**src/design/homogeneous_vertex_transform_defines.svh**
```systemverilog
`ifndef HOMOGENEOUS_VERTEX_TRANSFORM_DEFINES_SVH
`define HOMOGENEOUS_VERTEX_TRANSFORM_DEFINES_SVH

// Check that a condition implies a consequence in the same cycle
`define HVT_ASSERT_SAME(lbl, clk, rst, cond, cons, msg) \
   lbl: assert property (@(posedge clk) disable iff (rst) (cond) |-> (cons)) else $error(msg);

// Check that a condition implies a consequence in the next cycle
`define HVT_ASSERT_NEXT(lbl, clk, rst, cond, cons, msg) \
   lbl: assert property (@(posedge clk) disable iff (rst) (cond) |=> (cons)) else $error(msg);

`endif

```
**src/design/hvt_pkg.sv**
```systemverilog
package hvt_pkg;

   localparam int COORD_W  = 32;
   localparam int COEF_W   = 16;
   localparam int LANE_W   = 16;
   localparam int FRAC_W   = 16;
   localparam int ROW_W    = 4 * LANE_W;
   localparam int PROD_W   = COORD_W + COEF_W;
   localparam int ACC_W    = COORD_W + COEF_W + 2;
   localparam int NUM_W    = ACC_W + FRAC_W;
   localparam int REM_W    = ACC_W + 1;
   localparam int CSR_IDX_W = 2;
   localparam int PIPE_D   = COORD_W + 4;

   localparam logic [CSR_IDX_W-1:0] IDX_ROW0 = 2'd0;
   localparam logic [CSR_IDX_W-1:0] IDX_ROW1 = 2'd1;
   localparam logic [CSR_IDX_W-1:0] IDX_ROW2 = 2'd2;
   localparam logic [CSR_IDX_W-1:0] IDX_ROW3 = 2'd3;

   localparam logic [ROW_W-1:0] ONE_COEF   = ROW_W'(64'h1000);
   localparam logic [ROW_W-1:0] ROW0_RESET = ONE_COEF;
   localparam logic [ROW_W-1:0] ROW1_RESET = ONE_COEF << LANE_W;
   localparam logic [ROW_W-1:0] ROW2_RESET = ONE_COEF << (2 * LANE_W);
   localparam logic [ROW_W-1:0] ROW3_RESET = ONE_COEF << (3 * LANE_W);

   typedef struct packed {
      logic [NUM_W-1:0]   num;
      logic [ACC_W-1:0]   den;
      logic [REM_W-1:0]   rem;
      logic [COORD_W-1:0] quo;
      logic               neg;
      logic               ovf;
      logic               zero;
   } div_stage_type;

endpackage

```
**src/design/hvt_dot.sv**
```systemverilog
module hvt_dot
   import hvt_pkg::*;
(
   input  logic                       clock,
   input  logic signed [COORD_W-1:0]  x,
   input  logic signed [COORD_W-1:0]  y,
   input  logic signed [COORD_W-1:0]  z,
   input  logic signed [COEF_W-1:0]   c0,
   input  logic signed [COEF_W-1:0]   c1,
   input  logic signed [COEF_W-1:0]   c2,
   input  logic signed [COEF_W-1:0]   c3,
   output logic signed [ACC_W-1:0]    acc
);

   logic signed [PROD_W-1:0] px_ff, py_ff, pz_ff;
   logic signed [COEF_W-1:0] c3_ff;
   logic signed [ACC_W-1:0]  acc_ff, acc_in, tr_ext;

   // Register the three products
   always_ff @(posedge clock) begin
      px_ff <= x * c0;
      py_ff <= y * c1;
      pz_ff <= z * c2;
      c3_ff <= c3;
   end

   // Add products and the translation term
   always_comb begin
      tr_ext = ACC_W'(c3_ff) <<< FRAC_W;
      acc_in = ACC_W'(px_ff) + ACC_W'(py_ff) + ACC_W'(pz_ff) + tr_ext;
   end

   always_ff @(posedge clock) begin
      acc_ff <= acc_in;
   end

   assign acc = acc_ff;

endmodule

```
**config.mk**
```make
export PLATFORM = sky130hd
export DESIGN_NAME = hvt_dot
export DESIGN_NICKNAME = d
export VERILOG_FILES = /design/src/design/homogeneous_vertex_transform_defines.svh /design/src/design/hvt_pkg.sv /design/src/design/hvt_dot.sv
export SDC_FILE = /design/constraint.sdc
export NUM_CORES = 2
export LEC_CHECK = 0
export BUFFER_PORTS_ARGS = -buffer_cell sky130_fd_sc_hd__buf_2
export CAP_MARGIN = 30
export CORE_AREA = 4 4 458 460
export DETAILED_ROUTE_END_ITERATION = 6
export DIE_AREA = 0 0 462 464
export GPL_ROUTABILITY_DRIVEN = 0
export PLACE_DENSITY = 0.47
export SLEW_MARGIN = 40
export SYNTH_ARGS = -nofsm -noshare
export SYNTH_HDL_FRONTEND = slang
export SYNTH_SLANG_ARGS = --single-unit
```
**constraint.sdc**
```tcl
create_clock -name clock -period 16.9 [get_ports clock]
set_input_delay 0.845 -clock clock [delete_from_list [all_inputs] [get_ports clock]]
set_output_delay 0.845 -clock clock [all_outputs]
set_load 0.02 [all_outputs]
```
==> flow_results.org <==
** Global routing
- Vias in the first global route :: 48006
- Entering global routing, the biggest net connects 33 pins.
- Across every metal layer, demand over resource in global routing totals 16.97%.
- Initial antenna violation count :: 12
- The first global-routing pass estimated 283200 um of wire.
- Global routing finished with a remaining overflow of 0.

** Hold path
- Hold Path Sink :: c3_ff[0]$_DFF_P_
- Source of the worst hold timing path :: c3[0]
- The tightest min-delay check is of the primary input to flip-flop type.
- Counting instances, the worst hold path has a depth of 1.

** Logic synthesis
- The mapped netlist covers 61430 um2.
- Top_reg_cell synth :: sky130_fd_sc_hd__dfxtp_1
- Ys async rst share :: 0%
- Cell with the most instances after synthesis :: sky130_fd_sc_hd__inv_1
- Distinct cells, synth :: 77
- In this run, synthesis produced a sequential element count of 210.
- Synthesized area per cell :: 9.219 um2
- For this run, the number of Yosys warnings is 0.
- The synthesized design spends more area on one cell type than any other, namely sky130_fd_sc_hd__fa_1.
- Gate count after technology mapping :: 6664
- Syn nets :: 8769
- The share of the Yosys chip area taken by registers is 6.843%.
- By area the synthesized netlist is led by sky130_fd_sc_hd__fa_1, sky130_fd_sc_hd__inv_1, sky130_fd_sc_hd__ha_1.
- The top cell type by area accounts for 50.18% of the synthesized area.
- After synthesis, the most frequently instantiated cells are sky130_fd_sc_hd__inv_1, sky130_fd_sc_hd__fa_1, sky130_fd_sc_hd__nand2_1.
- Number of flops mapped to enable cells by yosys :: 0

** Detailed routing
- Ratio of routed vias to standard cells :: 4.623
- After detailed routing, the number of remaining DRC violations is 0.
- The routed design has 176900 um of wire.
- The detailed router finished its first iteration with 2233 violations.
- Detailed Routing Iterations Pass 1 :: 6
- Detailed routing inserted a total of 43259 vias.
- Average detailed-routed wire length per instance :: 18.91 um
- Once detail routing completed, the nets flagged for antenna violations numbered 0.

** STA
- Final number of hold-violating endpoints :: 0
- Setup repair after global routing left no endpoint under its margin.
- Based on the critical path, the design can be clocked at up to 132.5 MHz.
- TNS Setup :: 0 ns
- Worst Skew :: 0.02203 ns
- Final Critical Period :: 7.545 ns
- Final setup violation count :: 0
- Tcrit/Tclk final :: 44.65%
- Worst-case headroom to the max-slew limit :: 42.39%
- The count of pins over their slew limit is 0.
- For the pin with the worst max-slew slack, the measured transition is 0.8641 ns.

** Floorplan
- Once the floorplan was initialized, standard cells occupied 29.82% of the core.
- After floorplanning, the core was divided into 167 placement rows.
- In this run the count of I/O pins placed on the die edge is 211.
- Die ar. :: 214400 um2
- Die width :: 462 um
- The die is 464 um tall.
- Placeable core region :: 206000 um2

** Final layout
- For this run, the post-layout net count is 8741.
- Area growth from synthesis to layout :: 6.815%
- After the flow finishes, the layout carries non-filler instances totaling 9358.
- Fraction of layout cells with a size suffix above 1 :: 3.954%
- Fraction of the core area covered by cells at the end of the flow :: 31.85%

** Clock network
- After clock tree synthesis, the clock-pin slew on the worst setup and hold paths is 0.07 ns.
- Clock tree buffer depth :: 3
- TritonCTS built the clock tree.
- Number of post-CTS setup repair buffers :: 0
- The number of hold buffers added after CTS was 0.
- Root buffer cell :: sky130_fd_sc_hd__clkbuf_16
- At the later pin of the worst-skew pair, clock insertion delay measures 0.54 ns.
- CTS built an H-tree with a depth of 1.
- Clock buffer count from CTS :: 21
- Post-cts resize count :: 0
- Number of clock sinks :: 210

** Worst setup path
- The worst register-to-register path begins at pz_ff[5]$_DFF_P_.
- The endpoint identified for the worst register-to-register timing path is acc[47]$_DFF_P_.
- For flop-to-flop paths, the worst setup slack is 12.26 ns.
- Counting cells, the worst reg-to-reg path comes to 12.
- The critical path is of the primary input to flip-flop type.
- STA classifies the critical path startpoint as a primary input.
- STA puts the critical path data required time at 17.26 ns.
- Data arrives at the worst endpoint at 7.91 ns.
- Highest net fanout along the worst path :: 32
- Critical Path Sink Type :: flip-flop

** Placement
- DP HPWL :: 146300 um
- Placed Cells :: 9317
- Port buffering added 210 buffers.

** Run
- Number of max-cap violations :: 0

** Outcome
- The run finished with clean final reports.
[registers in the layout (all words and copies together), names as in the netlist]
register and count:
acc 50, c3_ff 16, px_ff 48, py_ff 48, pz_ff 48
[layout make-up]
type | instances | area (um2)
Antenna cell | 3 | 7.507
Clock buffer | 26 | 544.3
Clock inverter | 12 | 163.9
Fill cell | 21781 | 140400
Inverter | 1645 | 6176
Multi-Input combinational cell | 4545 | 50060
Sequential cell | 210 | 4204
Tap cell | 2704 | 3383
Timing Repair Buffer | 213 | 1086
[stage by stage]
stage	setup WS [ns]	area [um2]	hold WS [ns]
after floorplan	10.07	61430	0.5491
after global placement	8.812	64890	0.5923
after detailed placement	8.786	64900	0.5913
after CTS	9.334	65610	0.3734
after global routing	8.990	65620	0.3691
final	9.355	65620	0.4068
[metal layers]
layer | wire, um | global-route usage [%] | vias up
met5 | 7 | 0 | -
met4 | 5661 | 4.424 | 2
met3 | 7143 | 1.900 | 183
met1 | 76270 | 22.59 | 22855
li1 | - | - | 19376
met2 | 87860 | 29.26 | 843
[critical path: stages]
cell	delay [ns]
sky130_fd_sc_hd__buf_2	0.61
sky130_fd_sc_hd__and2_1	0.25
sky130_fd_sc_hd__fa_1	0.41
sky130_fd_sc_hd__inv_1	0.08
sky130_fd_sc_hd__fa_1	0.43
sky130_fd_sc_hd__fa_1	0.51
sky130_fd_sc_hd__inv_1	0.05
sky130_fd_sc_hd__fa_1	0.51
sky130_fd_sc_hd__fa_1	0.50
sky130_fd_sc_hd__inv_1	0.05
sky130_fd_sc_hd__fa_1	0.56
sky130_fd_sc_hd__inv_1	0.07
sky130_fd_sc_hd__ha_1	0.44
sky130_fd_sc_hd__a21oi_1	0.25
sky130_fd_sc_hd__o21ai_0	0.16
sky130_fd_sc_hd__a21oi_1	0.19
sky130_fd_sc_hd__o211ai_1	0.14
sky130_fd_sc_hd__a31oi_1	0.33
sky130_fd_sc_hd__o2111ai_1	0.28
sky130_fd_sc_hd__a311oi_1	0.48
sky130_fd_sc_hd__o21ai_1	0.20
sky130_fd_sc_hd__a21oi_1	0.20
sky130_fd_sc_hd__xnor2_1	0.32
[cells by family after synthesis]
group                    count (synthesis)  synth area share, %
AND/OR/NAND/NOR                       1872                14.58
adder cells (fa/ha/maj)               1944                58.41
XOR/XNOR                               194                2.766
AO/OA/AOI/OAI                          535                5.721
flip-flops                             210                6.843
buffers and inverters                 1909                11.68
[worst max path at each step]
| stage | from | end | cells past startpoint |
|---|---|---|---|
| CTS | c1[7] | py_ff[47]$_DFF_P_ | 22 |
| finish | c1[5] | py_ff[47]$_DFF_P_ | 23 |
| detailed placement | c1[7] | py_ff[47]$_DFF_P_ | 22 |
| global route | c1[10] | py_ff[47]$_DFF_P_ | 22 |
| global placement | c1[10] | py_ff[47]$_DFF_P_ | 22 |
| floorplan | z[15] | pz_ff[41]$_DFF_P_ | 23 |
[cell usage in the layout, fill, tap and decap left out, types with 22 or more instances in the layout]
cell type and n:
sky130_fd_sc_hd__nand2_1 925, sky130_fd_sc_hd__o21bai_1 29, sky130_fd_sc_hd__fa_1 1540, sky130_fd_sc_hd__buf_2 205, sky130_fd_sc_hd__o21a_1 22, sky130_fd_sc_hd__nor2_1 163
sky130_fd_sc_hd__o21ai_1 25, sky130_fd_sc_hd__a31oi_1 23, sky130_fd_sc_hd__dfxtp_1 210, sky130_fd_sc_hd__xnor2_1 130, sky130_fd_sc_hd__and2_1 612, sky130_fd_sc_hd__a21o_1 99
sky130_fd_sc_hd__ha_1 404, sky130_fd_sc_hd__inv_1 1642, sky130_fd_sc_hd__nand3_1 37, sky130_fd_sc_hd__o21ai_0 60, sky130_fd_sc_hd__a21oi_1 165, sky130_fd_sc_hd__nand2b_1 32
sky130_fd_sc_hd__xor2_1 64
Power is not shown: default switching activity piles up to over one toggle a cycle in this logic, so the estimate is an artifact.
